$ cat config.mk
export PLATFORM = sky130hd
export DESIGN_NAME = mrs_cell
export DESIGN_NICKNAME = d
export VERILOG_FILES = /design/src/rtl/mrs_pkg.sv /design/src/rtl/mrs_cell.sv
export SDC_FILE = /design/constraint.sdc
export NUM_CORES = 1
export LEC_CHECK = 0
export ABC_AREA = 1
export BUFFER_PORTS_ARGS = -buffer_cell sky130_fd_sc_hd__buf_2
export CAP_MARGIN = 40
export CORE_MARGIN = 10
export CORE_UTILIZATION = 30
export CTS_BUF_LIST = sky130_fd_sc_hd__clkbuf_2 sky130_fd_sc_hd__clkbuf_4 sky130_fd_sc_hd__clkbuf_8
export DETAILED_ROUTE_END_ITERATION = 8
export GPL_TIMING_DRIVEN = 0
export PLACE_DENSITY = 0.61
export SYNTH_ARGS = -nofsm -noshare
export SYNTH_HDL_FRONTEND = slang
export SYNTH_SLANG_ARGS = --single-unit
$ cat constraint.sdc
create_clock -name clk -period 3.5 [get_ports clk]
set_input_delay 0.175 -clock clk [delete_from_list [all_inputs] [get_ports clk]]
set_output_delay 0.175 -clock clk [all_outputs]
set_load 0.01 [all_outputs]
$ cat src/rtl/mrs_pkg.sv
// Shared types and constants for the minimum refuel stops unit.
// Used by the cells, the hit search, the top level and the port checker.
package mrs_pkg;

  localparam int MAX_STATIONS = 512;
  localparam int NUM_ENTRIES  = MAX_STATIONS + 1;

  localparam int DATA_W  = 32;
  localparam int REACH_W = 48;
  localparam int STOPS_W = 10;
  localparam int IDX_W   = (NUM_ENTRIES > 1) ? $clog2(NUM_ENTRIES) : 1;

  // Two-level search over the hit flags: groups of GRP_W, then across groups.
  localparam int GRP_W     = 32;
  localparam int SUB_W     = $clog2(GRP_W);
  localparam int NUM_GRP   = (NUM_ENTRIES + GRP_W - 1) / GRP_W;
  localparam int GRP_IDX_W = (NUM_GRP > 1) ? $clog2(NUM_GRP) : 1;

  localparam int CFG_IDX_W = 2;

  localparam logic                 CMD_STATION    = 1'b0;
  localparam logic                 CMD_FINISH     = 1'b1;
  localparam logic [CFG_IDX_W-1:0] REG_TARGET     = 2'd0;
  localparam logic [CFG_IDX_W-1:0] REG_START_FUEL = 2'd1;

  typedef enum logic [1:0] {
    ST_IDLE,
    ST_GROUP,
    ST_FINAL
  } state_t;

  // Broadcast from the top level to every cell of the chain.
  typedef struct packed {
    logic              upd;
    logic              clr;
    logic [DATA_W-1:0] pos;
    logic [DATA_W-1:0] fuel;
    logic [DATA_W-1:0] target;
  } cell_ctrl_t;

endpackage

$ cat src/rtl/mrs_cell.sv
// One table entry of the reach chain: farthest reach for a fixed refuel count.
// Depends on mrs_pkg; reads the reach and active flag of its lower neighbor.
module mrs_cell (
  input  logic                             clk,
  input  logic                             rst,
  input  mrs_pkg::cell_ctrl_t              ctrl,
  input  logic [mrs_pkg::REACH_W-1:0]      below_reach,
  input  logic                             below_active,
  output logic [mrs_pkg::REACH_W-1:0]      reach,
  output logic                             active,
  output logic                             hit
);
  import mrs_pkg::*;

  logic [REACH_W-1:0] here;
  logic [REACH_W-1:0] pos_ext;
  logic [REACH_W-1:0] cand;
  logic [REACH_W-1:0] best;
  logic [REACH_W:0]   sum;

  // An inactive entry holds no stations yet and reads as zero.
  always_comb begin
    here    = active ? reach : '0;
    pos_ext = REACH_W'(ctrl.pos);
    sum     = {1'b0, below_reach} + (REACH_W + 1)'(ctrl.fuel);
    cand    = '0;
    if (below_reach >= pos_ext) begin
      cand = sum[REACH_W] ? '1 : sum[REACH_W-1:0];
    end
    best = cand;
    if ((here >= pos_ext) && (here > cand)) begin
      best = here;
    end
  end

  always_ff @(posedge clk) begin
    if (rst) begin
      active <= 1'b0;
    end else if (ctrl.clr) begin
      active <= 1'b0;
    end else if (ctrl.upd) begin
      active <= below_active;
    end
  end

  always_ff @(posedge clk) begin
    if (ctrl.upd && below_active) begin
      reach <= best;
    end
    if (ctrl.clr) begin
      hit <= active && (reach >= REACH_W'(ctrl.target));
    end
  end

endmodule

==> qor.txt <==
Clock skew = 0.0189 ns
Worst Setup Start Kind = input port
DR WL/cell = 16.8 µm
Gate Count Post-Synth = 1,778
Crit end category = flop
Design area = 13,700 µm²
Beginning of the critical path = ctrl[32]
I/O Pins = 199
Ys async rst share = 0%
Routed Antenna Nets = 0
Top-count cell post-synth = nand2_1
Main synth FF type = edfxtp_1
Fin. Hold Viols = 0
Root Driver = clkbuf_8
Dpl cell area = 12,000 µm²
Switching Power = 0.00124 W
Finished Core Util = 39.6%
Starting Density = 30.3%
Clock sinks = 50
Initial DRT Pass Iterations = 6
Pint = 0.00149 W
IO buf count = 198
CTS max path bufs = 2
Hpwl dp = 35,500 µm
Maxcap violations = 0
Initial DRC Count = 698
Post-synth top area share = 22.2%
Worst reg-to-reg setup slack = 0.34 ns
Reg clk slew, reported paths = 0.10 ns
Post-Syn Nets = 2,104
Multi-input logic area = 8420 µm²
Power Dens Cells = 200 nW/µm²
GR Overflow Total = 0
Syn-to-layout area delta = 30.7%
Synthesis Warnings = 0
Die height = 207 µm
Mean Syn Cell Area = 5.88 µm²
RSZ-0062 raised after global routing = true
Initial antenna violation count = 0
ANT cells = 0
Core Rows = 68
Seq pwr share = 28.7%
CP arrival = 3.53 ns
R2r endpoint = reach[43]
Global-route usage over all layers = 18.3%
RR Startpoint = active
Clock latency on the worst-skew pair = 0.32 ns
Post-CTS Hold Fix Bufs = 0
Commonest cells in the netlist = 619 x nand2_1, 370 x inv_1, 176 x ha_1
Max-slew violations = 0
Setup crit end = reach[43]
First-pass GRT wire length = 61,000 µm
Post-synthesis sequential area ratio = 14.3%
TritonCTS Buffers = 5
Worst path max stage delay = 0.36 ns
Crit-path max FO = 10
FILL cells = 3,727
Via Count = 11,797
Hold_sp = rst
EDFF count, synth = 49
Placeable Area = 34,500 µm²
NumNets Final = 2,338
Die area = 42,700 µm²
Worst-margin pin slew = 0.584 ns
CTS HTree Levels = 2
Tot Pwr = 0.00273 W
Relative slew slack = 61.1%
Cells on worst reg2reg path = 15
Fmax = 291 MHz
DRC = 0
CTS tree = yes
Status = finished, final reports clean
Combinational Power Share = 58.8%
Area leader, netlist = nand2_1
Share of cells above drive strength 1 = 24.5%
Tmin final = 3.44 ns
Fin Hold WS = 0.0352 ns
Width of the chip = 207 µm
Critical path's slowest cell = fa_2
Clock network fraction of total power = 12.5%
Req. time, crit path = 3.59 ns
Setup CP Type = in -> reg
Synth area leaders = nand2_1 22%, ha_1 21%, edfxtp_1 14%
Routability cong. = 0.964
Seq. cell area = 1490 µm²
Hold Path Class = in -> reg
Via density = 4.78
Routed wire length = 41,400 µm
Synth Register Bits = 50
Number of global-route vias before repair = 11,424
Switching share of power = 45.4%
Largest net degree at the start of global routing = 37
Distinct cells, synth = 41
Period utilization = 98.3%
Setup violators final = 0
Peak VDD IR = 0.133 mV
Post-Synthesis Cell Area = 10,400 µm²
Leak = 8.11 nW
==> power groups by stage <==
stage	Combinational [W]	Sequential, W	Clock (W)
3_5_place_dp	0.00137	0.000802	0
6_report	0.00161	0.000784	0.000341
4_1_cts	0.00143	0.000788	0.000347
5_1_grt	0.00181	0.000796	0.000369
3_3_place_gp	0.00134	0.000800	0
2_1_floorplan	0.000874	0.000802	0
==> logic make-up (layout without fill, tap and decap cells) <==
group	count (synthesis)	in the layout	share of synthesized area, %
simple gates	1008	1008	41.6
flops	50	50	14.3
mux	1	1	0.0958
compound gates	112	112	5.73
buf+inv	415	650	15.8
fa+ha+maj	177	177	21.3
xor+xnor	15	15	1.26
==> final cells by class <==
class,instances,share of cell area (%)
multi-input combinational,1313,61.7
sequential,50,10.9
inverter,379,10.4
timing repair buffer,228,9.91
tap,455,4.17
buffer,35,2.28
clock buffer,6,0.559
clock inverter,2,0.0641
==> metrics by stage <==
stage / cells / setup WS, ns / TNS (ns)
3_3_place_gp: 2431 / -0.805 / -34.29
6_report: 2468 / 0.0581 / 0
2_1_floorplan: 1778 / 0.183 / 0
5_1_grt: 2468 / -0.0602 / -1.63
3_5_place_dp: 2432 / -0.856 / -36.12
4_1_cts: 2451 / 0.000128 / 0
==> worst min path at each step <==
stage,endpoint,depth (start not counted)
final,active,2
after global routing,active,2
after CTS,active,2
after detailed placement,active,2
after global placement,active,2
after floorplan,active,1
==> timing repair <==
| item | in CTS | in global routing |
|---|---|---|
| setup buffers | 11 | 14 |
| cloned | 0 | 4 |
| resized for setup | 61 | 223 |
| endpoints found under the setup margin | 48 | 48 |
| endpoints found under the hold margin | 0 | 0 |
| pin swaps | 9 | 45 |
==> registers in the layout, summed over array words and instances (netlist names) <==
register	cells
active	1
hit	1
reach	48
==> worst max-delay path, delay by kind of cell <==
kind / cells / cell delay (ns)
compound gates: 3 / 0.44
fa+ha+maj: 3 / 0.76
buf+inv: 5 / 0.72
simple gates: 16 / 1.41
==> layer usage <==
layer  vias to the layer above  part of all wire, %  global-route usage, %  wire [µm]
li1                       6070                    -                      -          -
met1                      5361                   43                   22.7      17600
met2                       290                   49                   32.6      20200
met3                        76                  5.0                   1.70       2060
met4                         0                  3.8                   6.18       1600
met5                         -                    0                      0          0
==> cells in the final DEF (no fill, tap or decap), drive strengths merged, types with 14 or more instances in the layout <==
cell type / n
xor2: 14
inv: 378
a21oi: 75
ha: 176
edfxtp: 49
buf: 248
clkbuf: 21
nand2: 646
nand4: 73
nor3: 17
nor2: 139
nand3: 127
o21ai: 22
No activity file was read; power rests on OpenSTA's default activity.
