File: config.mk
export PLATFORM = sky130hd
export DESIGN_NAME = mrs_find
export DESIGN_NICKNAME = d
export VERILOG_FILES = /design/src/rtl/mrs_pkg.sv /design/src/rtl/mrs_find.sv
export SDC_FILE = /design/constraint.sdc
export NUM_CORES = 1
export LEC_CHECK = 0
export ABC_AREA = 1
export BUFFER_PORTS_ARGS = -buffer_cell sky130_fd_sc_hd__clkbuf_2
export CAP_MARGIN = 25
export CORE_AREA = 3 3 203 205
export DETAILED_ROUTE_END_ITERATION = 7
export DIE_AREA = 0 0 206 208
export PLACE_DENSITY_LB_ADDON = 0.1
export SLEW_MARGIN = 20
export SYNTH_ARGS = -nofsm -noshare
export SYNTH_HDL_FRONTEND = slang
export SYNTH_SLANG_ARGS = --single-unit
export TNS_END_PERCENT = 5
File: constraint.sdc
create_clock -name clk -period 3 [get_ports clk]
set_input_delay 0.6 -clock clk [delete_from_list [all_inputs] [get_ports clk]]
set_output_delay 0.6 -clock clk [all_outputs]
set_load 0.005 [all_outputs]
File: src/rtl/mrs_pkg.sv
// Shared types and constants for the minimum refuel stops unit.
// Used by the cells, the hit search, the top level and the port checker.
package mrs_pkg;

  localparam int MAX_STATIONS = 512;
  localparam int NUM_ENTRIES  = MAX_STATIONS + 1;

  localparam int DATA_W  = 32;
  localparam int REACH_W = 48;
  localparam int STOPS_W = 10;
  localparam int IDX_W   = (NUM_ENTRIES > 1) ? $clog2(NUM_ENTRIES) : 1;

  // Two-level search over the hit flags: groups of GRP_W, then across groups.
  localparam int GRP_W     = 32;
  localparam int SUB_W     = $clog2(GRP_W);
  localparam int NUM_GRP   = (NUM_ENTRIES + GRP_W - 1) / GRP_W;
  localparam int GRP_IDX_W = (NUM_GRP > 1) ? $clog2(NUM_GRP) : 1;

  localparam int CFG_IDX_W = 2;

  localparam logic                 CMD_STATION    = 1'b0;
  localparam logic                 CMD_FINISH     = 1'b1;
  localparam logic [CFG_IDX_W-1:0] REG_TARGET     = 2'd0;
  localparam logic [CFG_IDX_W-1:0] REG_START_FUEL = 2'd1;

  typedef enum logic [1:0] {
    ST_IDLE,
    ST_GROUP,
    ST_FINAL
  } state_t;

  // Broadcast from the top level to every cell of the chain.
  typedef struct packed {
    logic              upd;
    logic              clr;
    logic [DATA_W-1:0] pos;
    logic [DATA_W-1:0] fuel;
    logic [DATA_W-1:0] target;
  } cell_ctrl_t;

endpackage

File: src/rtl/mrs_find.sv
// Registered two-level search for the lowest set hit flag.
// Depends on mrs_pkg; group results are registered, the final pick is combinational.
module mrs_find (
  input  logic                             clk,
  input  logic                             grp_en,
  input  logic [mrs_pkg::NUM_ENTRIES-1:0]  hits,
  output logic                             found,
  output logic [mrs_pkg::IDX_W-1:0]        idx
);
  import mrs_pkg::*;

  logic [NUM_GRP*GRP_W-1:0] hits_pad;
  logic [NUM_GRP-1:0]       grp_any_d;
  logic [SUB_W-1:0]         grp_sub_d [NUM_GRP];
  logic [NUM_GRP-1:0]       grp_any;
  logic [SUB_W-1:0]         grp_sub [NUM_GRP];
  logic [GRP_IDX_W-1:0]     sel_g;
  logic [SUB_W-1:0]         sel_sub;

  always_comb begin
    hits_pad = (NUM_GRP * GRP_W)'(hits);
    for (int g = 0; g < NUM_GRP; g++) begin
      grp_any_d[g] = 1'b0;
      grp_sub_d[g] = '0;
      for (int i = GRP_W - 1; i >= 0; i--) begin
        if (hits_pad[g*GRP_W + i]) begin
          grp_any_d[g] = 1'b1;
          grp_sub_d[g] = SUB_W'(i);
        end
      end
    end
  end

  always_ff @(posedge clk) begin
    if (grp_en) begin
      grp_any <= grp_any_d;
      for (int g = 0; g < NUM_GRP; g++) begin
        grp_sub[g] <= grp_sub_d[g];
      end
    end
  end

  always_comb begin
    found   = 1'b0;
    sel_g   = '0;
    sel_sub = '0;
    for (int g = NUM_GRP - 1; g >= 0; g--) begin
      if (grp_any[g]) begin
        found   = 1'b1;
        sel_g   = GRP_IDX_W'(g);
        sel_sub = grp_sub[g];
      end
    end
    idx = IDX_W'({sel_g, sel_sub});
  end

endmodule

==> metrics.json <==
{
  "grt": {
    "globalRouteTotalUtil_pct": 17.2,
    "gr-total-overflow": 0,
    "grt_first_pass_wirelength_um": 59700,
    "via_count_of_the_first_global_routing_pass": 12462,
    "initial_antenna_violation_count": 1,
    "largest_net_degree_at_the_start_of_global_routing": 45
  },
  "clocking": {
    "cts-root-buf": "sky130_fd_sc_hd__clkbuf_16",
    "clock_path_buffers": 2,
    "tritoncts_num_sinks": 97,
    "htreeDepth": 3,
    "tritoncts_clock_tree": "done",
    "cts.reportedPaths.clkPinSlew_ns": 0.07,
    "tritoncts.num_buffers": 9
  },
  "route": {
    "firstDrtPassIters": 5,
    "starting_drc_count_in_detailed_routing": 558,
    "detail_route.drc_violations": 0,
    "detail_route.vias_per_cell": 4.29,
    "ant_nets": 0,
    "detail_route.wl_per_cell_um": 12.7,
    "wl_met1_um": 15300,
    "maxUsedRoutingLayer": "met5",
    "vias": 13098,
    "met3_length_um": 2440,
    "total_wire_length_after_detailed_routing_um": 38700,
    "routed_met2_length_um": 20300
  },
  "critical_path": {
    "crit_arrival_ns": 2.48,
    "critical_path_depth": 15,
    "cp_data_required_time_ns": 2.40,
    "crit_path_end_kind": "primary output",
    "crit_family": "compound AO/OA/AOI/OAI gates",
    "critPathMostFrequentCell": "sky130_fd_sc_hd__o21ai_1",
    "number_of_buffer_and_inverter_instances_along_the_worst_setup_path": 2,
    "crit_path_max_incr_delay_ns": 0.40,
    "worstSetupStartpointType": "flip-flop",
    "critical_path.cell_chain": "inv_2, nand3_2, nand2_1, o21ai_1, nand2_1, o211ai_1, nand4_1, o21ai_2, o21a_1, o211ai_1, o21ai_1, o211ai_1, o21ai_1, o21ai_1, buf_2",
    "setup.worst_path.class": "flip-flop to primary output",
    "critical_path_peak_fanout": 6,
    "cpMaxStageDelayCell": "sky130_fd_sc_hd__edfxtp_1"
  },
  "finish": {
    "layout.nets": 3037,
    "highest_count_cells_in_the_layout_ignoring_fill_and_taps": "sky130_fd_sc_hd__nand2_1 (732), sky130_fd_sc_hd__inv_1 (523), sky130_fd_sc_hd__clkbuf_2 (520)",
    "final_layout_size_suffix_gt1_share_pct": 23.2,
    "finalNonFillerCells": 3052,
    "layout_cell_area_excl_fill_um2": 14500,
    "nFillCells": 4470,
    "syn_to_final_growth_pct": 33.5,
    "most_common_cell_after_layout_fill_and_taps_aside": "sky130_fd_sc_hd__nand2_1",
    "antenna_cells_inserted": 0,
    "final_core_utilization_pct": 36.5
  },
  "power_and_ir_drop": {
    "power.sequential.fraction_pct": 42.0,
    "internal_power_w": 0.00268,
    "power.share.combinational_pct": 30.9,
    "power.density_cell_area_nw_per_um2": 268,
    "switching_power_w": 0.00121,
    "maximum_ir_drop_on_the_vdd_rail_uv": 224,
    "power.switching_fraction_pct": 31.2,
    "share_clk_of_total_power_pct": 27.0,
    "total_leakage_power_nw": 8.55
  },
  "timing": {
    "period_share_pct": 103,
    "number_of_max_slew_violations_in_the_final_report": 0,
    "timing_hold_violations_final": 0,
    "max_slew_margin_pct": 59.0,
    "postLayoutSetupSlackWorst_ns": -0.0765,
    "max_freq_mhz": 325,
    "setup_violations": 3,
    "grt_setup_unrepaired": "true",
    "tightest_pin_transition_ns": 0.609,
    "layout_min_cycle_time_ns": 3.08
  },
  "flow_run": {
    "maxCapViolCount": 0
  },
  "synthesis": {
    "synth.cell_area_um2": 10800,
    "async_reset_ff_share_pct": 0,
    "synth.avg_cell_area_um2": 5.47,
    "synth.ff_latch_count": 97,
    "seq_area_frac_synth_pct": 26.9,
    "synthesis.yosys.warnings": 0,
    "number_of_flops_mapped_to_enable_cells_by_yosys": 97,
    "synth_cell_types": 28,
    "syn_inst": 1983,
    "postSynth.topFlopCell": "sky130_fd_sc_hd__edfxtp_1",
    "synth_nets": 2498
  },
  "die": {
    "floorplan.initialDensity_pct": 27.4,
    "boundaryPins": 526,
    "design.die.area_um2": 42800,
    "core_um2": 39600,
    "fp.dieW_um": 206,
    "die-height_um": 208,
    "std_cell_rows": 73
  },
  "placement": {
    "port_buffer_count": 525,
    "placement.cell_area_um2": 14200,
    "post-place-cells": 3033,
    "place.detailed.hpwl_um": 35500,
    "routabilityCongestion": 0.866
  },
  "hold_path": {
    "hold_depth": 1,
    "holdCritPathClass": "input port to flip-flop"
  },
  "status": {
    "violated_checks": "setup timing",
    "run_status": "finished with violations"
  }
}
registers in the layout (all words and copies together) (netlist names):
register,cells
grp_sub,80
grp_any,17
repair_timing:
action                     4_1_cts  5_1_grt
setup endpoints to repair        5        5
cloned                           0        0
setup buffers                    2        1
pin swaps                        8       14
gates resized for setup         21       11
hold buffers                     0        0
power by group through the flow:
stage | clock [W] | combinational (W) | sequential [W]
floorplan | 0 | 0.000605 | 0.00163
global placement | 0 | 0.00119 | 0.00167
detailed placement | 0 | 0.00120 | 0.00166
CTS | 0.00109 | 0.00121 | 0.00164
global route | 0.00115 | 0.00139 | 0.00164
finish | 0.00105 | 0.00120 | 0.00163
synthesized netlist by cell type, types with 3 or more instances:
| cell type | count | share of area, % |
|---|---|---|
| sky130_fd_sc_hd__a21boi_0 | 11 | 0.76 |
| sky130_fd_sc_hd__a21oi_1 | 62 | 2.9 |
| sky130_fd_sc_hd__a21oi_2 | 16 | 1.3 |
| sky130_fd_sc_hd__a22oi_1 | 5 | 0.35 |
| sky130_fd_sc_hd__a31oi_1 | 20 | 1.2 |
| sky130_fd_sc_hd__clkbuf_1 | 5 | 0.17 |
| sky130_fd_sc_hd__edfxtp_1 | 97 | 27 |
| sky130_fd_sc_hd__inv_1 | 525 | 18 |
| sky130_fd_sc_hd__nand2_1 | 732 | 25 |
| sky130_fd_sc_hd__nand3_1 | 89 | 4.1 |
| sky130_fd_sc_hd__nand4_1 | 12 | 0.69 |
| sky130_fd_sc_hd__nor2_1 | 226 | 7.8 |
| sky130_fd_sc_hd__nor3_1 | 43 | 2.0 |
| sky130_fd_sc_hd__nor4_1 | 37 | 2.1 |
| sky130_fd_sc_hd__o211ai_1 | 14 | 0.97 |
| sky130_fd_sc_hd__o21a_1 | 3 | 0.21 |
| sky130_fd_sc_hd__o21ai_0 | 29 | 1.3 |
| sky130_fd_sc_hd__o21ai_1 | 3 | 0.14 |
| sky130_fd_sc_hd__o21bai_1 | 12 | 0.83 |
| sky130_fd_sc_hd__o311ai_0 | 16 | 1.3 |
| sky130_fd_sc_hd__or2_2 | 16 | 0.92 |
final timing paths:
check	from	endpoint
worst min-delay path	hits[512]	grp_any[16]
worst max-delay path	grp_any[14]	idx[4]
stage by stage:
step	hold slack, ns	setup slack (ns)	TNS [ns]	total power [W]
after floorplan	0.699	0.617	0	0.00224
final	0.432	-0.0765	-0.128	0.00389
after detailed placement	0.782	0.197	0	0.00287
after CTS	0.420	-0.0683	-0.271	0.00394
after global placement	0.780	0.211	0	0.00285
after global routing	0.428	-0.329	-1.32	0.00419
routing by layer:
metal | GRT usage [%] | up-vias
li1 | - | 7152
met1 | 19.2 | 5594
met2 | 33.5 | 311
met3 | 3.50 | 39
met4 | 3.35 | 2
met5 | 0 | -
kinds of logic (layout without fill, tap and decap cells):
family,after synthesis,in the layout,share of synthesized area [%]
compound gates,196,196,11.5
simple gates,1157,1157,43.1
buf+inv,533,1077,18.5
flops,97,97,26.9
layout make-up:
type | instances | area, um2 | area share [%]
clock buffer | 9 | 225 | 1.55
clock inverter | 7 | 43.8 | 0.302
inverter | 526 | 1970 | 13.6
multi-input combinational | 1353 | 5950 | 41.1
sequential | 97 | 2910 | 20.1
tap | 525 | 657 | 4.54
timing repair buffer | 535 | 2720 | 18.8
(Power assumes the default switching activity.)
